## src/rtl/arp_pkg.sv

```systemverilog
// Shared types, constants and helpers for the arpeggiator note selector.
// Used by arp_ctrl, arp_dp and arpeggiator_note_selector; depends on nothing.
package arp_pkg;

  // Key table size and derived widths.
  localparam int SLOTS       = 16;
  localparam int SLOT_W      = $clog2(SLOTS);
  localparam int CNT_W       = $clog2(SLOTS + 1);
  localparam int MAX_OCTAVES = 4;
  localparam int SEMITONES   = 12;

  // Input word kinds.
  localparam logic [1:0] CMD_TICK    = 2'd0;
  localparam logic [1:0] CMD_PRESS   = 2'd1;
  localparam logic [1:0] CMD_RELEASE = 2'd2;

  // Pattern modes.
  localparam logic [2:0] PAT_UP      = 3'd0;
  localparam logic [2:0] PAT_DOWN    = 3'd1;
  localparam logic [2:0] PAT_UPDOWN  = 3'd2;
  localparam logic [2:0] PAT_DOWNUP  = 3'd3;
  localparam logic [2:0] PAT_RANDOM  = 3'd4;

  // Configuration register indexes.
  localparam logic [2:0] CFG_PATTERN = 3'd0;
  localparam logic [2:0] CFG_SPAN    = 3'd1;
  localparam logic [2:0] CFG_DUPS    = 3'd2;
  localparam logic [2:0] CFG_EDGES   = 3'd3;
  localparam logic [2:0] CFG_HOLD    = 3'd4;
  localparam logic [2:0] CFG_LATCH   = 3'd5;
  localparam logic [2:0] CFG_SYNC    = 3'd6;

  typedef struct packed {
    logic [2:0] pattern_mode;
    logic [2:0] octave_span;
    logic       allow_duplicates;
    logic       repeat_ends;
    logic       hold_mode;
    logic       latch_sustain;
    logic       keyboard_sync;
  } cfg_t;

  // Commands from the controller to the datapath.
  typedef struct packed {
    logic             key_press;
    logic             key_release;
    logic             tick_load;
    logic             prep;
    logic             scan;
    logic             sel;
    logic             div;
    logic             pick;
    logic             fin;
    logic [CNT_W-1:0] idx;
  } ctrl_cmd_t;

  // Status from the datapath to the controller.
  typedef struct packed {
    logic beat;
    logic rnd_empty;
    logic out_busy;
  } ctrl_sts_t;

  // Semitone offset of an octave number.
  function automatic logic [7:0] oct_ofs(input logic [2:0] o);
    return {5'd0, o} * 8'(SEMITONES);
  endfunction

endpackage

```

## src/rtl/arp_ctrl.sv

```systemverilog
// Controller state machine of the arpeggiator note selector.
// Sequences tick handling over the datapath; depends on arp_pkg.
module arp_ctrl (
  input  logic              clk,
  input  logic              rst_n,
  input  logic              in_tvalid,
  output logic              in_tready,
  input  logic [1:0]        in_cmd,
  input  arp_pkg::cfg_t     cfg,
  input  arp_pkg::ctrl_sts_t sts,
  output arp_pkg::ctrl_cmd_t cmd
);
  import arp_pkg::*;

  localparam logic [2:0] ST_IDLE = 3'd0;
  localparam logic [2:0] ST_PREP = 3'd1;
  localparam logic [2:0] ST_SCAN = 3'd2;
  localparam logic [2:0] ST_SEL  = 3'd3;
  localparam logic [2:0] ST_DIV  = 3'd4;
  localparam logic [2:0] ST_PICK = 3'd5;
  localparam logic [2:0] ST_RD   = 3'd6;
  localparam logic [2:0] ST_FIN  = 3'd7;

  logic [2:0]       state_r, state_nxt;
  logic [CNT_W-1:0] cnt_r, cnt_nxt;
  logic             accept;

  assign in_tready = (state_r == ST_IDLE);
  assign accept    = in_tvalid && in_tready;

  // Next state and step counter.
  always_comb begin
    state_nxt = state_r;
    cnt_nxt   = cnt_r;
    case (state_r)
      ST_IDLE: begin
        if (accept && in_cmd == CMD_TICK) state_nxt = ST_PREP;
      end
      ST_PREP: begin
        cnt_nxt   = '0;
        state_nxt = sts.beat ? ST_SCAN : ST_FIN;
      end
      ST_SCAN: begin
        if (cnt_r == CNT_W'(SLOTS)) state_nxt = ST_SEL;
        else cnt_nxt = cnt_r + 1'b1;
      end
      ST_SEL: begin
        cnt_nxt = '0;
        if (cfg.pattern_mode == PAT_RANDOM && !sts.rnd_empty) state_nxt = ST_DIV;
        else state_nxt = ST_RD;
      end
      ST_DIV: begin
        if (cnt_r == CNT_W'(15)) begin
          state_nxt = ST_PICK;
          cnt_nxt   = '0;
        end else begin
          cnt_nxt = cnt_r + 1'b1;
        end
      end
      ST_PICK: begin
        if (cnt_r == CNT_W'(SLOTS - 1)) state_nxt = ST_RD;
        else cnt_nxt = cnt_r + 1'b1;
      end
      ST_RD: state_nxt = ST_FIN;
      ST_FIN: begin
        if (!sts.out_busy) state_nxt = ST_IDLE;
      end
      default: state_nxt = ST_IDLE;
    endcase
  end

  always_ff @(posedge clk) begin
    if (!rst_n) begin
      state_r <= ST_IDLE;
      cnt_r   <= '0;
    end else begin
      state_r <= state_nxt;
      cnt_r   <= cnt_nxt;
    end
  end

  // Command decode.
  always_comb begin
    cmd             = '0;
    cmd.key_press   = accept && in_cmd == CMD_PRESS;
    cmd.key_release = accept && in_cmd == CMD_RELEASE;
    cmd.tick_load   = accept && in_cmd == CMD_TICK;
    cmd.prep        = (state_r == ST_PREP);
    cmd.scan        = (state_r == ST_SCAN);
    cmd.sel         = (state_r == ST_SEL);
    cmd.div         = (state_r == ST_DIV);
    cmd.pick        = (state_r == ST_PICK);
    cmd.fin         = (state_r == ST_FIN) && !sts.out_busy;
    cmd.idx         = cnt_r;
  end

  scan_bound_a: assert property (@(posedge clk) disable iff (!rst_n)
    state_r == ST_SCAN |-> cnt_r <= CNT_W'(SLOTS))
    else $error("scan counter ran past the table");
  scan_exit_a: assert property (@(posedge clk) disable iff (!rst_n)
    (state_r == ST_SCAN && cnt_r == CNT_W'(SLOTS)) |=> state_r == ST_SEL)
    else $error("scan did not hand over to selection");
  fin_exit_a: assert property (@(posedge clk) disable iff (!rst_n)
    cmd.fin |=> state_r == ST_IDLE)
    else $error("result load did not return to idle");

endmodule

```

## src/rtl/arp_dp.sv

```systemverilog
// Datapath of the arpeggiator note selector: key table, scan accumulators,
// remainder unit, random pick and result register. Depends on arp_pkg.
module arp_dp (
  input  logic               clk,
  input  logic               rst_n,
  input  arp_pkg::cfg_t      cfg,
  input  arp_pkg::ctrl_cmd_t cmd,
  output arp_pkg::ctrl_sts_t sts,
  input  logic               in_beat,
  input  logic               in_pedal,
  input  logic [3:0]         in_slot,
  input  logic [6:0]         in_key,
  input  logic [6:0]         in_velocity,
  input  logic [15:0]        in_rand_pick,
  input  logic [15:0]        in_rand_octave,
  input  logic               out_tready,
  output logic               out_tvalid,
  output logic               out_off_valid,
  output logic [7:0]         out_off_note,
  output logic               out_on_valid,
  output logic [7:0]         out_on_note,
  output logic [6:0]         out_on_velocity,
  output logic               out_sync_restart
);
  import arp_pkg::*;

  // Key table storage.
  logic [6:0]        mem_note [SLOTS];
  logic [6:0]        mem_vel  [SLOTS];
  logic [6:0]        rd_note_r, rd_vel_r;
  logic [SLOT_W-1:0] rd_addr;
  logic [SLOTS-1:0]  valid_r, pressed_r;

  // Arpeggiator state.
  logic [7:0]        cur_note_r;
  logic [SLOT_W-1:0] cur_slot_r;
  logic              half_r, half_nxt;
  logic              restart_r;

  // Latched tick word.
  logic              beat_r, pedal_r, sync_r;
  logic [15:0]       rpick_r, roct_r;

  // Scan accumulators.
  logic              up_f_r, dn_f_r, lo_f_r, hi_f_r;
  logic [7:0]        up_n_r, dn_n_r, hi_n_r;
  logic [6:0]        lo_n_r;
  logic [SLOT_W-1:0] up_i_r, dn_i_r, lo_i_r, hi_i_r;
  logic [CNT_W-1:0]  vcnt_r;

  // Selection and random pick.
  logic              sel_f_r, sel_f_nxt;
  logic [SLOT_W-1:0] sel_i_r, sel_i_nxt;
  logic [7:0]        sel_n_r, sel_n_nxt;
  logic [CNT_W-1:0]  prem_r, seen_r;
  logic [1:0]        orem_r;

  // Output register.
  logic              out_valid_r;
  logic              off_valid_r, on_valid_r, sync_out_r;
  logic [7:0]        off_note_r, on_note_r;
  logic [6:0]        on_vel_r;

  logic [2:0]        octs;
  logic [SLOT_W-1:0] p_idx;
  logic              p_live;
  logic              up_hit, dn_hit;
  logic [7:0]        up_val, dn_val, cand, hi_val;
  logic [SLOTS-1:0]  valid_clr;
  logic              restart_eff, any_pressed;
  logic              going_up;
  logic [CNT_W-1:0]  p_shift;
  logic [2:0]        o_shift;
  logic [7:0]        fin_note;
  logic              commit;

  // Octave span saturated to 1..MAX_OCTAVES.
  always_comb begin
    octs = cfg.octave_span;
    if (cfg.octave_span == 3'd0) octs = 3'd1;
    else if (cfg.octave_span > 3'(MAX_OCTAVES)) octs = 3'(MAX_OCTAVES);
  end

  assign any_pressed = |pressed_r;
  assign rd_addr     = cmd.scan ? cmd.idx[SLOT_W-1:0] : sel_i_r;
  assign p_idx       = SLOT_W'(cmd.idx - 1'b1);
  assign p_live      = cmd.scan && (cmd.idx != '0) && valid_r[p_idx];

  // Table memory: written on a press, read with a registered port.
  always_ff @(posedge clk) begin
    if (cmd.key_press && {1'b0, in_slot} < 5'(SLOTS)) begin
      mem_note[in_slot[SLOT_W-1:0]] <= in_key;
      mem_vel[in_slot[SLOT_W-1:0]]  <= in_velocity;
    end
    rd_note_r <= mem_note[rd_addr];
    rd_vel_r  <= mem_vel[rd_addr];
  end

  // Per-slot search candidates: nearest octave above and below the current note.
  always_comb begin
    up_hit = 1'b0;
    up_val = '0;
    dn_hit = 1'b0;
    dn_val = '0;
    cand   = '0;
    for (int o = 0; o < MAX_OCTAVES; o++) begin
      cand = {1'b0, rd_note_r} + oct_ofs(3'(o));
      if (!up_hit && 3'(o) < octs &&
          (cand > cur_note_r ||
           (cand == cur_note_r && cfg.allow_duplicates && p_idx > cur_slot_r))) begin
        up_hit = 1'b1;
        up_val = cand;
      end
    end
    for (int k = MAX_OCTAVES; k > 0; k--) begin
      cand = {1'b0, rd_note_r} + oct_ofs(3'(k - 1));
      if (!dn_hit && 3'(k - 1) < octs &&
          (cand < cur_note_r ||
           (cand == cur_note_r && cfg.allow_duplicates && p_idx > cur_slot_r))) begin
        dn_hit = 1'b1;
        dn_val = cand;
      end
    end
    hi_val = {1'b0, rd_note_r} + oct_ofs(octs - 3'd1);
  end

  // Sustain clear ahead of restart detection.
  always_comb begin
    valid_clr = valid_r;
    if (!cfg.hold_mode && cfg.latch_sustain && !pedal_r) valid_clr = valid_r & pressed_r;
    restart_eff = restart_r || (valid_clr == '0);
  end

  // Pattern decision from the accumulated scan.
  always_comb begin
    sel_f_nxt = 1'b0;
    sel_i_nxt = sel_i_r;
    sel_n_nxt = sel_n_r;
    half_nxt  = half_r;
    going_up  = (cfg.pattern_mode == PAT_UPDOWN) ? !half_r : half_r;
    case (cfg.pattern_mode)
      PAT_UP: begin
        if (restart_r || !up_f_r) begin
          sel_f_nxt = lo_f_r; sel_i_nxt = lo_i_r; sel_n_nxt = {1'b0, lo_n_r};
        end else begin
          sel_f_nxt = 1'b1; sel_i_nxt = up_i_r; sel_n_nxt = up_n_r;
        end
      end
      PAT_DOWN: begin
        if (restart_r || !dn_f_r) begin
          sel_f_nxt = hi_f_r; sel_i_nxt = hi_i_r; sel_n_nxt = hi_n_r;
        end else begin
          sel_f_nxt = 1'b1; sel_i_nxt = dn_i_r; sel_n_nxt = dn_n_r;
        end
      end
      PAT_UPDOWN, PAT_DOWNUP: begin
        if (going_up) begin
          if (!up_f_r || (!cfg.repeat_ends && hi_f_r && up_i_r == hi_i_r &&
                          up_n_r == hi_n_r)) begin
            sel_f_nxt = hi_f_r; sel_i_nxt = hi_i_r; sel_n_nxt = hi_n_r;
            half_nxt  = !half_r;
          end else begin
            sel_f_nxt = 1'b1; sel_i_nxt = up_i_r; sel_n_nxt = up_n_r;
          end
        end else begin
          if (!dn_f_r || (!cfg.repeat_ends && lo_f_r && dn_i_r == lo_i_r &&
                          dn_n_r == {1'b0, lo_n_r})) begin
            sel_f_nxt = lo_f_r; sel_i_nxt = lo_i_r; sel_n_nxt = {1'b0, lo_n_r};
            half_nxt  = !half_r;
          end else begin
            sel_f_nxt = 1'b1; sel_i_nxt = dn_i_r; sel_n_nxt = dn_n_r;
          end
        end
        if (restart_r) begin
          if (cfg.pattern_mode == PAT_UPDOWN) begin
            sel_f_nxt = lo_f_r; sel_i_nxt = lo_i_r; sel_n_nxt = {1'b0, lo_n_r};
          end else begin
            sel_f_nxt = hi_f_r; sel_i_nxt = hi_i_r; sel_n_nxt = hi_n_r;
          end
          half_nxt = 1'b0;
        end
      end
      default: sel_f_nxt = 1'b0;
    endcase
  end

  // One restoring remainder step per cycle for the random note and octave.
  assign p_shift = {prem_r[CNT_W-2:0], rpick_r[4'd15 - cmd.idx[3:0]]};
  assign o_shift = {orem_r, roct_r[4'd15 - cmd.idx[3:0]]};

  // Final note and commit condition.
  assign fin_note = (cfg.pattern_mode == PAT_RANDOM) ?
                    ({1'b0, rd_note_r} + oct_ofs({1'b0, orem_r})) : sel_n_r;
  assign commit   = cmd.fin && beat_r && sel_f_r;

  // Slot marks.
  always_ff @(posedge clk) begin
    if (!rst_n) begin
      valid_r   <= '0;
      pressed_r <= '0;
    end else if (cmd.key_press) begin
      if ({1'b0, in_slot} < 5'(SLOTS)) begin
        // A fresh press in hold mode drops the held notes first.
        valid_r <= ((cfg.hold_mode && !any_pressed) ? '0 : valid_r) |
                   (SLOTS'(1) << in_slot[SLOT_W-1:0]);
        pressed_r[in_slot[SLOT_W-1:0]] <= 1'b1;
      end
    end else if (cmd.key_release) begin
      if ({1'b0, in_slot} < 5'(SLOTS)) begin
        pressed_r[in_slot[SLOT_W-1:0]] <= 1'b0;
        if (!cfg.hold_mode && (!in_pedal || !cfg.latch_sustain))
          valid_r[in_slot[SLOT_W-1:0]] <= 1'b0;
      end
    end else if (cmd.prep) begin
      valid_r <= valid_clr;
    end else if (commit && !cfg.hold_mode && !(pedal_r || cfg.latch_sustain) &&
                 !any_pressed) begin
      valid_r <= '0;
    end
  end

  // Arpeggiator control state.
  always_ff @(posedge clk) begin
    if (!rst_n) begin
      cur_note_r <= '0;
      cur_slot_r <= '0;
      half_r     <= 1'b0;
      restart_r  <= 1'b1;
      sync_r     <= 1'b0;
    end else if (cmd.prep) begin
      restart_r <= restart_eff;
      sync_r    <= restart_eff && cfg.keyboard_sync;
      if (restart_eff) half_r <= 1'b0;
    end else if (cmd.sel) begin
      half_r <= half_nxt;
    end else if (commit) begin
      cur_note_r <= fin_note;
      cur_slot_r <= sel_i_r;
      restart_r  <= 1'b0;
    end
  end

  // Tick word, accumulators, selection and remainders.
  always_ff @(posedge clk) begin
    if (cmd.tick_load) begin
      beat_r  <= in_beat;
      pedal_r <= in_pedal;
      rpick_r <= in_rand_pick;
      roct_r  <= in_rand_octave;
    end
    if (cmd.prep) begin
      up_f_r <= 1'b0;
      dn_f_r <= 1'b0;
      lo_f_r <= 1'b0;
      hi_f_r <= 1'b0;
      vcnt_r <= '0;
    end else if (p_live) begin
      if (up_hit && (!up_f_r || up_val < up_n_r)) begin
        up_f_r <= 1'b1; up_n_r <= up_val; up_i_r <= p_idx;
      end
      if (dn_hit && (!dn_f_r || dn_val > dn_n_r)) begin
        dn_f_r <= 1'b1; dn_n_r <= dn_val; dn_i_r <= p_idx;
      end
      if (!lo_f_r || {1'b0, rd_note_r} < {1'b0, lo_n_r} + 8'(cfg.allow_duplicates)) begin
        lo_f_r <= 1'b1; lo_n_r <= rd_note_r; lo_i_r <= p_idx;
      end
      if (!hi_f_r || {1'b0, hi_val} + 9'(cfg.allow_duplicates) > {1'b0, hi_n_r}) begin
        hi_f_r <= 1'b1; hi_n_r <= hi_val; hi_i_r <= p_idx;
      end
      vcnt_r <= vcnt_r + 1'b1;
    end
    if (cmd.sel) begin
      sel_f_r <= sel_f_nxt;
      sel_i_r <= sel_i_nxt;
      sel_n_r <= sel_n_nxt;
      prem_r  <= '0;
      orem_r  <= '0;
      seen_r  <= '0;
    end else if (cmd.div) begin
      prem_r <= (p_shift >= vcnt_r) ? p_shift - vcnt_r : p_shift;
      orem_r <= (o_shift >= octs) ? 2'(o_shift - octs) : o_shift[1:0];
    end else if (cmd.pick) begin
      if (valid_r[cmd.idx[SLOT_W-1:0]] && !sel_f_r) begin
        if (seen_r == prem_r) begin
          sel_f_r <= 1'b1;
          sel_i_r <= cmd.idx[SLOT_W-1:0];
        end else begin
          seen_r <= seen_r + 1'b1;
        end
      end
    end
  end

  // Result register.
  always_ff @(posedge clk) begin
    if (!rst_n) begin
      out_valid_r <= 1'b0;
    end else if (cmd.fin) begin
      out_valid_r <= 1'b1;
    end else if (out_tready) begin
      out_valid_r <= 1'b0;
    end
  end

  always_ff @(posedge clk) begin
    if (cmd.fin) begin
      off_valid_r <= beat_r;
      off_note_r  <= beat_r ? cur_note_r : 8'd0;
      on_valid_r  <= beat_r && sel_f_r;
      on_note_r   <= (beat_r && sel_f_r) ? fin_note : 8'd0;
      on_vel_r    <= (beat_r && sel_f_r) ? rd_vel_r : 7'd0;
      sync_out_r  <= sync_r;
    end
  end

  assign out_tvalid       = out_valid_r;
  assign out_off_valid    = off_valid_r;
  assign out_off_note     = off_note_r;
  assign out_on_valid     = on_valid_r;
  assign out_on_note      = on_note_r;
  assign out_on_velocity  = on_vel_r;
  assign out_sync_restart = sync_out_r;

  assign sts.beat      = beat_r;
  assign sts.rnd_empty = (vcnt_r == '0);
  assign sts.out_busy  = out_valid_r && !out_tready;

  on_needs_off_a: assert property (@(posedge clk) disable iff (!rst_n)
    out_valid_r |-> (off_valid_r || !on_valid_r))
    else $error("note-on without a note-off");
  commit_clears_restart_a: assert property (@(posedge clk) disable iff (!rst_n)
    commit |=> !restart_r)
    else $error("restart still pending after a note-on");
  pick_valid_a: assert property (@(posedge clk) disable iff (!rst_n)
    (cmd.pick && sel_f_r) |-> valid_r[sel_i_r])
    else $error("random pick landed on an empty slot");

endmodule

```

## src/rtl/arpeggiator_note_selector.sv

```systemverilog
// Arpeggiator note selector: top level with configuration registers.
// A press or release gives no word; a tick gives one result word, off the beat without
// a table scan, and on a beat after the slot scan over the table memory and, for a
// random beat, the 16-step remainder.
// One item is in work at a time; the next is taken while the result word waits.
// Reset (synchronous, rst_n low) clears slot marks, note state and registers.
module arpeggiator_note_selector (
  input  logic        clk,
  input  logic        rst_n,
  input  logic        in_tvalid,
  output logic        in_tready,
  // in_tdata: beat, pedal, slot[3:0], key[6:0], velocity[6:0], rand_pick[15:0],
  // rand_octave[15:0], then zero fill
  input  logic [55:0] in_tdata,
  // in_tuser: cmd[1:0]
  input  logic [1:0]  in_tuser,
  output logic        out_tvalid,
  input  logic        out_tready,
  // out_tdata: off_valid, off_note[7:0], on_valid, on_note[7:0], on_velocity[6:0],
  // sync_restart, then zero fill
  output logic [31:0] out_tdata,
  input  logic        cfg_wr_en,
  input  logic [2:0]  cfg_index,
  input  logic [2:0]  cfg_wdata
);
  import arp_pkg::*;

  cfg_t      cfg_r;
  ctrl_cmd_t cmd;
  ctrl_sts_t sts;

  logic       off_valid, on_valid, sync_restart;
  logic [7:0] off_note, on_note;
  logic [6:0] on_velocity;

  // Configuration registers.
  always_ff @(posedge clk) begin
    if (!rst_n) begin
      cfg_r <= cfg_t'{PAT_UP, 3'd1, 1'b0, 1'b0, 1'b0, 1'b0, 1'b0};
    end else if (cfg_wr_en) begin
      case (cfg_index)
        CFG_PATTERN: cfg_r.pattern_mode     <= cfg_wdata;
        CFG_SPAN:    cfg_r.octave_span      <= cfg_wdata;
        CFG_DUPS:    cfg_r.allow_duplicates <= cfg_wdata[0];
        CFG_EDGES:   cfg_r.repeat_ends      <= cfg_wdata[0];
        CFG_HOLD:    cfg_r.hold_mode        <= cfg_wdata[0];
        CFG_LATCH:   cfg_r.latch_sustain    <= cfg_wdata[0];
        CFG_SYNC:    cfg_r.keyboard_sync    <= cfg_wdata[0];
        default:     ;
      endcase
    end
  end

  arp_ctrl u_ctrl (
    .clk       (clk),
    .rst_n     (rst_n),
    .in_tvalid (in_tvalid),
    .in_tready (in_tready),
    .in_cmd    (in_tuser),
    .cfg       (cfg_r),
    .sts       (sts),
    .cmd       (cmd)
  );

  arp_dp u_dp (
    .clk              (clk),
    .rst_n            (rst_n),
    .cfg              (cfg_r),
    .cmd              (cmd),
    .sts              (sts),
    .in_beat          (in_tdata[0]),
    .in_pedal         (in_tdata[1]),
    .in_slot          (in_tdata[5:2]),
    .in_key           (in_tdata[12:6]),
    .in_velocity      (in_tdata[19:13]),
    .in_rand_pick     (in_tdata[35:20]),
    .in_rand_octave   (in_tdata[51:36]),
    .out_tready       (out_tready),
    .out_tvalid       (out_tvalid),
    .out_off_valid    (off_valid),
    .out_off_note     (off_note),
    .out_on_valid     (on_valid),
    .out_on_note      (on_note),
    .out_on_velocity  (on_velocity),
    .out_sync_restart (sync_restart)
  );

  // Result word packing.
  assign out_tdata = {6'd0, sync_restart, on_velocity, on_note, on_valid, off_note, off_valid};

endmodule
```

## config.mk

```make
export PLATFORM = sky130hd
export DESIGN_NAME = arpeggiator_note_selector
export DESIGN_NICKNAME = d
export VERILOG_FILES = /design/src/rtl/arp_pkg.sv /design/src/rtl/arp_ctrl.sv /design/src/rtl/arp_dp.sv /design/src/rtl/arpeggiator_note_selector.sv
export SDC_FILE = /design/constraint.sdc
export NUM_CORES = 1
export LEC_CHECK = 0
export ABC_AREA = 1
export ABC_CLOCK_PERIOD_IN_PS = 6450
export BUFFER_PORTS_ARGS = -buffer_cell sky130_fd_sc_hd__buf_2
export CAP_MARGIN = 20
export CORE_ASPECT_RATIO = 0.9
export CORE_MARGIN = 4
export CORE_UTILIZATION = 25
export DETAILED_ROUTE_END_ITERATION = 8
export GPL_TIMING_DRIVEN = 1
export SLEW_MARGIN = 20
export SYNTH_ARGS = -nofsm -noshare
export SYNTH_HDL_FRONTEND = slang
export SYNTH_HIERARCHICAL = 1
export SYNTH_SLANG_ARGS = --single-unit
```

## constraint.sdc

```tcl
create_clock -name clk -period 6.45 [get_ports clk]
set_input_delay 0.9675 -clock clk [delete_from_list [all_inputs] [get_ports clk]]
set_output_delay 0.9675 -clock clk [all_outputs]
set_load 0.02 [all_outputs]
```

# After elaboration in Yosys (flattened, before gate mapping)
# Memory sizes are Yosys's and may differ from the RTL's. A register that Yosys moved wholly into a read port is not among the register bits.
# Index checks and enable logic that the tools add are counted.
[classes]
bitwise_logic = 10
n_shift = 1
muxes = 103
eq_ne = 43
n_reduce_logical = 141
add_sub_neg = 15
n_lt_le_gt_ge = 25
n_mul = 2
[op_table]
columns = ["cell", "count"]
rows = [
  ["16-bit 2-to-1 mux", 9],
  ["8-bit 2-to-1 mux", 15],
  ["1-bit logical AND", 52],
  ["4-bit 2-to-1 mux", 13],
  ["16-bit bitwise AND", 3],
  ["1-bit 2-to-1 mux", 41],
  ["8-bit equality test", 4],
  ["8-bit > comparator", 4],
  ["8-bit < comparator", 4],
  ["16-bit bitwise OR", 2],
  ["2-bit AND reduction", 14],
  ["3-bit equality test (second input constant)", 8],
  ["3-bit 2-to-1 mux", 8],
  ["3-bit one-hot mux with 8 select lines", 1],
  ["8-bit one-hot mux with 3 select lines", 1],
  ["1-bit logical NOT", 22],
  ["4-bit by 5-bit < comparator with 1-bit output (second input constant)", 4],
  ["5-bit 2-to-1 mux", 4],
  ["5-bit one-hot mux with 4 select lines", 1],
  ["1-bit logical OR", 19],
  ["3-bit by 2-bit equality test with 1-bit output (second input constant)", 6],
  ["3-bit AND reduction", 6],
  ["1-bit binary-select mux with 4-bit select", 4],
  ["16-bit logical NOT", 1],
  ["58 further kinds", 94],
]
[totals]
mem_bits_rw = 224
mem_count = 2
wordCells = 388
in_bits = 69
reg_bits = 208
output_inout_bits = 34
[mem_list]
columns = ["memory", "words", "width", "rd", "rd_clocked_by_memory_dff", "write_ports", "line", "text"]
rows = [
  ["u_dp.mem_note", 16, 7, 1, 1, 1, "arp_dp.sv:28", "logic [6:0] mem_note [SLOTS];"],
  ["u_dp.mem_vel", 16, 7, 1, 1, 1, "arp_dp.sv:29", "logic [6:0] mem_vel [SLOTS];"],
]

# Depth between registers and ports, before layout
# Gate-level depths: netlist of run 1.
[depth]
depth_word = 23
mapped_depth = 33

# Hierarchy
# Netlist of run 1, hierarchy kept.
[modules_own_cells]
columns = ["mod", "instances", "seq_area_each_um2", "cells_each", "area_each_um2"]
rows = [
  ["arp_dp", 1, 11991.5, 2275, 21645.8],
  ["arp_ctrl", 1, 160.2, 127, 813.3],
  ["arpeggiator_note_selector", 1, 220.2, 86, 580.6],
]

# Worst setup path after synthesis of run 1
# OpenSTA, ideal clock, no wires.
[synth_timing]
kind = "register to register"
startpoint = "reg u_ctrl.cnt_r[0]"
endpoint = "reg u_dp.up_i_r[0], enable pin"
arrival_ns = 4.424
stages_incl_launch_ff = 29
setup_slack_ns = 1.642
required_time_ns = 6.065
path_cell_list = "dfxtp_1 buf_6 inv_2 buf_2 buf_2 ha_1 xnor2_1 inv_1 ha_1 nand2_1 o21a_2 nand2_1 nor2_1 a21oi_2 inv_2 nor2_4 nor2_1 inv_2 nor2_4 nor2_4 nand3_4 nor2_1 a31oi_1 ha_1 a21oi_1 nor2_1 a211oi_1 nand2_1 a21oi_1"
[synth_via]
elab_chain_cells = 22
word_cells_on_any_way = 37
classes_between = "1 x add/sub; 2 x order compare; 10 x mux; 24 x reduce/logical"
[synth_rtl]
columns = ["element", "line", "text"]
rows = [
  ["start, declared", "arp_ctrl.sv:25", "logic [CNT_W-1:0] cnt_r, cnt_nxt;"],
  ["start signal, assigned", "arp_ctrl.sv:78", "cnt_r <= cnt_nxt;"],
  ["4-bit by 1-bit subtractor with 4-bit output (*)", "arp_dp.sv:86", "assign p_idx = SLOT_W'(cmd.idx - 1'b1);"],
  ["net u_dp.p_idx[0]", "arp_dp.sv:65", "logic [SLOT_W-1:0] p_idx;"],
  ["4-bit > comparator (*)", "arp_dp.sv:110", "(cand == cur_note_r && cfg.allow_duplicates && p_idx > cur_slot_r))) begin"],
  ["1-bit logical AND", "arp_dp.sv:110", ""],
  ["1-bit logical OR", "arp_dp.sv:109", "(cand > cur_note_r ||"],
  ["1-bit logical AND", "arp_dp.sv:108", "if (!up_hit && 3'(o) < octs &&"],
  ["1-bit 2-to-1 mux", "arp_dp.sv:108", ""],
  ["1-bit logical NOT", "arp_dp.sv:108", ""],
  ["[... 7 more ...]", "n/a", ""],
  ["1-bit logical NOT", "arp_dp.sv:108", ""],
  ["1-bit logical AND (2 in a row)", "arp_dp.sv:108", ""],
  ["8-bit 2-to-1 mux (*)", "arp_dp.sv:108", ""],
  ["net u_dp.up_val[5]", "arp_dp.sv:68", "logic [7:0] up_val, dn_val, cand, hi_val;"],
  ["8-bit < comparator (*)", "arp_dp.sv:258", "if (up_hit && (!up_f_r || up_val < up_n_r)) begin"],
  ["1-bit logical OR (*)", "arp_dp.sv:258", ""],
  ["1-bit logical AND (*)", "arp_dp.sv:258", ""],
  ["3-bit AND reduction (no source line) (*)", "n/a", ""],
  ["end signal, assigned", "arp_dp.sv:259", "up_f_r <= 1'b1; up_n_r <= up_val; up_i_r <= p_idx;"],
  ["end, declared", "arp_dp.sv:48", "logic [SLOT_W-1:0] up_i_r, dn_i_r, lo_i_r, hi_i_r;"],
]
# The timed path passes the listed nets; every way through them passes the cells marked *. The select of a mux whose other input is x is not followed.
# A chain may end at the register's enable or synchronous reset.

# Worst setup path after layout of run 1
[layout_timing]
startpoint = "reg cfg_r[6] (netlist name)"
endpoint = "reg u_dp.hi_n_r[0], enable pin"
[layout_via]
elab_chain_cells = 10
word_cells_on_any_way = 11
classes_between = "3 x add/sub; 1 x mul; 2 x order compare; 2 x mux; 3 x reduce/logical"
[layout_rtl]
columns = ["element", "line", "text"]
rows = [
  ["start, declared", "arpeggiator_note_selector.sv:28", "cfg_t cfg_r;"],
  ["start signal, assigned", "arpeggiator_note_selector.sv:39", "cfg_r <= cfg_t'{PAT_UP, 3'd1, 1'b0, 1'b0, 1'b0, 1'b0, 1'b0};"],
  ["3-bit > comparator", "arp_dp.sv:81", "else if (cfg.octave_span > 3'(MAX_OCTAVES)) octs = 3'(MAX_OCTAVES);"],
  ["3-bit 2-to-1 mux", "arp_dp.sv:81", ""],
  ["3-bit 2-to-1 mux (*)", "arp_dp.sv:80", "if (cfg.octave_span == 3'd0) octs = 3'd1;"],
  ["3-bit by 1-bit subtractor with 3-bit output (*)", "arp_dp.sv:124", "hi_val = {1'b0, rd_note_r} + oct_ofs(octs - 3'd1);"],
  ["3-bit by 2-bit multiplier with 5-bit output (*)", "arp_pkg.sv:66", "return {5'd0, o} * 8'(SEMITONES);"],
  ["7-bit by 7-bit adder with 8-bit output (*)", "arp_dp.sv:124", ""],
  ["net u_dp.hi_val[4]", "arp_dp.sv:68", ""],
  ["8-bit by 1-bit adder with 9-bit output (*)", "arp_dp.sv:267", "if (!hi_f_r || {1'b0, hi_val} + 9'(cfg.allow_duplicates) > {1'b0, hi_n_r}) begin"],
  ["9-bit by 8-bit > comparator with 1-bit output (*)", "arp_dp.sv:267", ""],
  ["1-bit logical OR (*)", "arp_dp.sv:267", ""],
  ["3-bit AND reduction (no source line) (*)", "n/a", ""],
  ["end signal, assigned", "arp_dp.sv:268", "hi_f_r <= 1'b1; hi_n_r <= hi_val; hi_i_r <= p_idx;"],
  ["end, declared", "arp_dp.sv:46", "logic [7:0] up_n_r, dn_n_r, hi_n_r;"],
]
# The timed path passes the listed nets; every way through them passes the cells marked *.

==> results.json, run 1 <==
{
  "post-route-worst-setup-slack_ns": 1.179,
  "intPower_mw": 5.998,
  "root_buffer": "clkbuf_16",
  "yosys_warnings": 6,
  "via_count": 17644,
  "ys_async_sr_fraction": 0,
  "dp_hpwl_mm": 42.92,
  "wl_per_cell_um": 16.58,
  "cts.htree.levels": 2,
  "synth.avg_cell_area_um2": 9.260,
  "muxShareOfSynthArea": 0.001738,
  "die_h_um": 296.0,
  "final_nets": 2741,
  "seq_area_um2": 12370,
  "worstPathMaxFanout": 7,
  "synthAdderAreaFrac": 0.05615,
  "fill_cells": 9563,
  "synth_compound_area_frac": 0.1546,
  "yosys.area_share.simple": 0.1473,
  "yosys.area.top_type": "edfxtp_1",
  "place_ws_ns": 1.171,
  "grt_use_total": 0.1285,
  "grt_start_max_net_pins": 225,
  "crit_required_ns": 6.75,
  "status": "completed",
  "slowest_delay_ns": 0.48,
  "swShare": 0.3713,
  "vdd.ir_drop.worst_mv": 0.2148,
  "cts.reportedPaths.clkPinSlew_ns": 0.06,
  "start_util": 0.2523,
  "fp.dieArea_um2": 97080,
  "syn_to_final_growth_pct": 15.10,
  "drc_errors": 0,
  "wl_mm": 63.66,
  "leakagePower_nw": 10.40,
  "clockBufferDepth": 3,
  "cts_setup_buffers": 0,
  "cts_hold_buf": 0,
  "drt_iter0_drc": 1604,
  "skew_ns": 0.02510,
  "synth_top_family_by_area": "compound AO/OA/AOI/OAI gates",
  "p_clk_frac": 0.289,
  "dieWidth_um": 328.0,
  "fin_tns_setup_ns": 0,
  "synth-edff-count": 344,
  "slowest_stage": "fa_1",
  "period_needed_ns": 5.271,
  "routed_via_density": 4.596,
  "grt_pass1_wl_mm": 97.56,
  "cts_tree": "built",
  "cts-buffers-inserted": 46,
  "cts.sinks": 446,
  "synth-main-ff-cell": "edfxtp_1",
  "placeableCoreArea_um2": 91310,
  "place_congestion": 0.9050,
  "worstSetupPathType": "reg -> reg",
  "crit_top_cell": "inv_1",
  "yosys-top-cells-area": "edfxtp_1 45%, dfxtp_1 8.9%, inv_1 5.9%",
  "grt_pass1_vias": 16227,
  "arrival_ns": 5.57,
  "overflow": 0,
  "rsz0062_at_grt": "no",
  "io_buffers": 92,
  "cp-start-kind": "flip-flop",
  "firstDrtPassIters": 5,
  "worst_slew_pin_slew_ns": 1.128,
  "ys_seq_area_frac": 0.5370,
  "synth_xor_area_frac": 0.01830,
  "clock.fmax_mhz": 189.7,
  "synth.distinct_cells": 67,
  "p_switching_mw": 3.542,
  "drive_gt1_frac": 0.1177,
  "post-route-period-util": 0.8173,
  "ant_nets": 0,
  "hold_viol_final": 0,
  "ys_seq_elements": 446,
  "synth.cell_area_um2": 23040,
  "endpoint_kind": "flip-flop",
  "io-pin-count": 103,
  "cp_cell_sequence": "inv_1, o21ai_0, ha_1, xor2_1, fa_1, ha_1, xor2_1, inv_1, nor3b_1, xor2_1, inv_1, ha_1, nand2_1, inv_1, o21ai_0, nand2_1, a21oi_1, o221a_2, nor2_1, buf_4",
  "rows": 105,
  "yosysTopAreaCellShare": 0.4484,
  "clk_latency_ns": 0.61,
  "power_frac_seq": 0.374,
  "multi_input_area_um2": 8812,
  "power.density_nw_per_um2": 359.7,
  "setup_viol": 0,
  "antenna_found_initial": 5,
  "power_frac_comb": 0.337,
  "cap_violations": 0,
  "relSlewSlack": 0.2479,
  "netlist_instances": 2488,
  "hold_class": "reg -> reg",
  "cts_resized": 0,
  "slew_violations": 0
}
Yosys cell counts (3+ instances only):
master	number
a31oi_1	25
buf_1	7
xor2_1	30
inv_2	20
nor2_1	233
xnor2_1	15
o22ai_1	12
nor3_1	22
clkbuf_1	51
o21ai_0	234
dfxtp_1	102
a21oi_2	3
nand2_2	9
nand4_1	12
nor4_1	7
buf_2	27
o21bai_1	3
a21o_1	5
or2_2	10
nand3_2	5
buf_6	6
inv_1	360
a211oi_1	8
mux2i_1	4
ha_1	97
a22oi_1	8
edfxtp_1	344
nor2_4	9
nand3_1	114
o211ai_1	45
nand3b_1	4
o21a_1	4
clkinv_1	4
o21ai_1	11
a21oi_1	241
o221ai_1	19
buf_4	12
nand2_1	326
fa_1	4
nor2_2	5
cells in the final DEF, fill, tap and decap left out, types with 30 or more instances in the layout:
cell / count
edfxtp_1: 344
a21oi_1: 241
buf_2: 92
nand2_1: 326
xor2_1: 30
nand3_1: 114
clkbuf_16: 46
inv_1: 359
o211ai_1: 45
o21ai_0: 233
nor2_1: 214
ha_1: 97
buf_4: 40
dfxtp_1: 101
critical path: cells and delay by family (launching register included):
family                     cells  cell delay [ns]
AOI/OAI and AO/OA              4             0.75
and+or+nand+nor                4             0.85
buffers and inverters          5             0.61
DFF                            1             0.46
adders and majority gates      4             1.39
xor gates and xnor gates       3             0.90
cell families after synthesis:
| family | Yosys count |
|---|---|
| buffers and inverters | 487 |
| other | 1 |
| DFF | 446 |
| xor gates and xnor gates | 46 |
| AOI/OAI and AO/OA | 634 |
| adders and majority gates | 101 |
| and+or+nand+nor | 769 |
| muxes | 4 |
path summary, 6_finish.rpt:
kind | start | endpoint | slack (ns) | cells after the start
worst max register to register | cfg_r[6] | u_dp/hi_n_r[0] | 1.18 | 20
worst max-delay path | cfg_r[6] | u_dp/hi_n_r[0] | 1.18 | 20
worst min register to register | u_dp/prem_r[4] | u_dp/prem_r[4] | 0.48 | 2
worst min-delay path | u_dp/prem_r[4] | u_dp/prem_r[4] | 0.48 | 2
final cells by class:
cell class,count,area share
Antenna cell,1,0.00009436
Clock buffer,64,0.04822
Clock inverter,21,0.01099
Inverter,384,0.05435
Multi-Input combinational cell,1560,0.3323
Sequential cell,446,0.4666
Tap cell,1230,0.05803
Timing Repair Buffer,133,0.02944
per-stage QoR:
| step | power (mW) | hold slack, ns | instance area (um^2) | instances | util |
|---|---|---|---|---|---|
| floorplan | 5.896 | 0.4086 | 23060 | 2493 | - |
| global placement | 6.747 | 0.4632 | 24940 | 3753 | 0.2731 |
| detailed placement | 6.791 | 0.4702 | 24940 | 3753 | 0.2731 |
| CTS | 9.557 | 0.4802 | 26510 | 3838 | 0.2903 |
| global route | 10.17 | 0.5008 | 26520 | 3839 | 0.2904 |
| finish | 9.540 | 0.4763 | 26520 | 3839 | 0.2904 |
metal layers:
metal	global-route usage	vias to the layer above	wire, um
li1	-	8661	-
met1	0.1948	8291	31270
met2	0.1871	591	26250
met3	0.02313	99	4801
met4	0.03340	2	1331
met5	0	-	7
power groups by stage:
| stage | clock (mW) | combinational, mW | sequential (mW) |
|---|---|---|---|
| after floorplan | 0 | 2.36 | 3.53 |
| after global placement | 0 | 3.13 | 3.62 |
| after detailed placement | 0 | 3.17 | 3.62 |
| after CTS | 2.81 | 3.19 | 3.56 |
| after global routing | 2.93 | 3.65 | 3.59 |
| final | 2.75 | 3.22 | 3.57 |
registers in the layout, summed over array words and instances (netlist names), 7 cells and up, named ones only:
register              count
u_dp/mem_note           112
u_dp/mem_vel            112
u_dp/roct_r              16
u_dp/rpick_r             16
u_dp/valid_r             16
cfg_r                    11
u_dp/cur_note_r           8
u_dp/dn_n_r               8
u_dp/hi_n_r               8
u_dp/out_off_note         8
u_dp/out_on_note          8
u_dp/sel_n_r              8
u_dp/up_n_r               8
u_dp/lo_n_r               7
u_dp/out_on_velocity      7
u_dp/rd_note_r            7
u_dp/rd_vel_r             7
No activity file was read; power rests on OpenSTA's default activity.
==> run 2: changes to the inputs <==
ABC_CLOCK_PERIOD_IN_PS = 5200   (was 6450)
clock period = 5.2 ns   (was 6.45 ns; I/O delays follow)
==> results.json, run 2 (same netlist as run 1, synthesis figures left out) <==
{
  "die_h_um": 296.0,
  "antenna_found_initial": 9,
  "arrival_ns": 5.09,
  "place_congestion": 0.9301,
  "drive_gt1_frac": 0.1254,
  "drc_errors": 0,
  "worstPathMaxFanout": 13,
  "grt_start_max_net_pins": 75,
  "grt_use_total": 0.1275,
  "syn_to_final_growth_pct": 15.78,
  "skew_ns": 0.04019,
  "critPathTopFamily": "simple AND/OR/NAND/NOR gates",
  "wl_mm": 63.85,
  "dp_hpwl_mm": 43.77,
  "slew_violations": 0,
  "start_util": 0.2523,
  "grt_pass1_wl_mm": 96.43,
  "cp-start-kind": "flip-flop",
  "worst_slew_pin_slew_ns": 1.121,
  "worstSetupPathType": "reg -> reg",
  "slowest_delay_ns": 0.35,
  "reg2reg_from": "u_ctrl/cnt_r[1]",
  "fin_tns_setup_ns": 0,
  "hold_slack_ns": 0.3348,
  "wl_per_cell_um": 16.55,
  "slowest_stage": "ha_1",
  "grt_pass1_vias": 16252,
  "mostFrequentLayoutCells": "359 x inv_1, 344 x edfxtp_1, 326 x nand2_1",
  "via_count": 17776,
  "clockBufferDepth": 3,
  "endpoint_kind": "flip-flop",
  "critPathLaunch": "u_ctrl/cnt_r[1]",
  "hold_class": "in -> reg",
  "leakagePower_nw": 10.50,
  "place_ws_ns": 0.3769,
  "dieWidth_um": 328.0,
  "final_nets": 2756,
  "cts-buffers-inserted": 46,
  "r2r_setup_slack_ns": 0.39,
  "relSlewSlack": 0.2497,
  "drt_iter0_drc": 1901,
  "layout_commonest_cell": "inv_1",
  "hold_viol_final": 0,
  "cts_hold_buf": 0,
  "vdd.ir_drop.worst_mv": 0.2703,
  "placeableCoreArea_um2": 91310,
  "rows": 105,
  "clk_latency_ns": 0.61,
  "cts_resized": 0,
  "cts_tree": "built",
  "cap_violations": 0,
  "root_buffer": "clkbuf_16",
  "crit_buf_inv": 7,
  "firstDrtPassIters": 5,
  "io_buffers": 92,
  "io-pin-count": 103,
  "clock.fmax_mhz": 207.8,
  "worst-r2r-cell-count": 30,
  "cts.sinks": 446,
  "fill_cells": 9497,
  "fp.dieArea_um2": 97080,
  "crit_top_cell": "nand2_1",
  "cts.htree.levels": 2,
  "post-route-period-util": 0.9255,
  "ant_nets": 0,
  "period_needed_ns": 4.813,
  "post-route-worst-setup-slack_ns": 0.3874,
  "crit_required_ns": 5.48,
  "rsz0062_at_grt": "no",
  "setup_viol": 0,
  "status": "completed",
  "power.density_nw_per_um2": 447.9,
  "cts.reportedPaths.clkPinSlew_ns": 0.07,
  "min_path_cells": 1,
  "cts_setup_buffers": 0,
  "r2r-end": "u_dp/dn_n_r[3]",
  "finalPower_mw": 11.95,
  "path_depth": 30,
  "routed_via_density": 4.609,
  "cp-endpoint": "u_dp/dn_n_r[3]",
  "overflow": 0
}
run 2: cell count changes in the layout (fill, tap and decap cells not counted), sizes merged:
cell      change
inv           -2
diode         +3
clkbuf        -4
buf          +15
clkinvlp      +2
clkinv        +4
run 2: power by group:
group	total (mW)	internal [mW]	switching, mW
Combinational	4.12	1.41	2.71
Sequential	4.40	4.15	0.255
Clock	3.43	1.96	1.46
run 2: per-layer routing:
layer | global-route usage | share of wire | up-vias
li1 | - | - | 8704
met1 | 0.1917 | 0.48 | 8404
met2 | 0.1866 | 0.42 | 571
met3 | 0.02573 | 0.081 | 93
met4 | 0.03135 | 0.020 | 4
met5 | 0 | 0.00053 | -
run 2: per-stage QoR:
step / utilization / std cells / instance area (um^2)
2_1_floorplan: - / 2493 / 23060
3_3_place_gp: 0.2746 / 3768 / 25070
3_5_place_dp: 0.2746 / 3768 / 25070
4_1_cts: 0.2919 / 3853 / 26660
5_1_grt: 0.2921 / 3855 / 26670
6_report: 0.2922 / 3857 / 26680
run 2: final cells by class:
cell class | instances | area (um^2) | area share
Tap cell | 1230 | 1539 | 0.05769
Clock inverter | 25 | 297.8 | 0.01116
Sequential cell | 446 | 12380 | 0.4639
Inverter | 384 | 1441 | 0.05403
Clock buffer | 60 | 1284 | 0.04812
Multi-Input combinational cell | 1560 | 8810 | 0.3303
Timing Repair Buffer | 148 | 918.4 | 0.03443
Antenna cell | 4 | 10.01 | 0.0003752
run 2: worst min path at each step:
stage / start / to
after global routing: in_tdata[35] / u_dp/rpick_r[15]
after CTS: in_tdata[46] / u_dp/roct_r[10]
after detailed placement: u_dp/prem_r[4] / u_dp/prem_r[4]
after global placement: u_dp/vcnt_r[3] / u_dp/vcnt_r[3]
after floorplan: u_dp/sync_r / u_dp/out_sync_restart
final: in_tdata[46] / u_dp/roct_r[10]
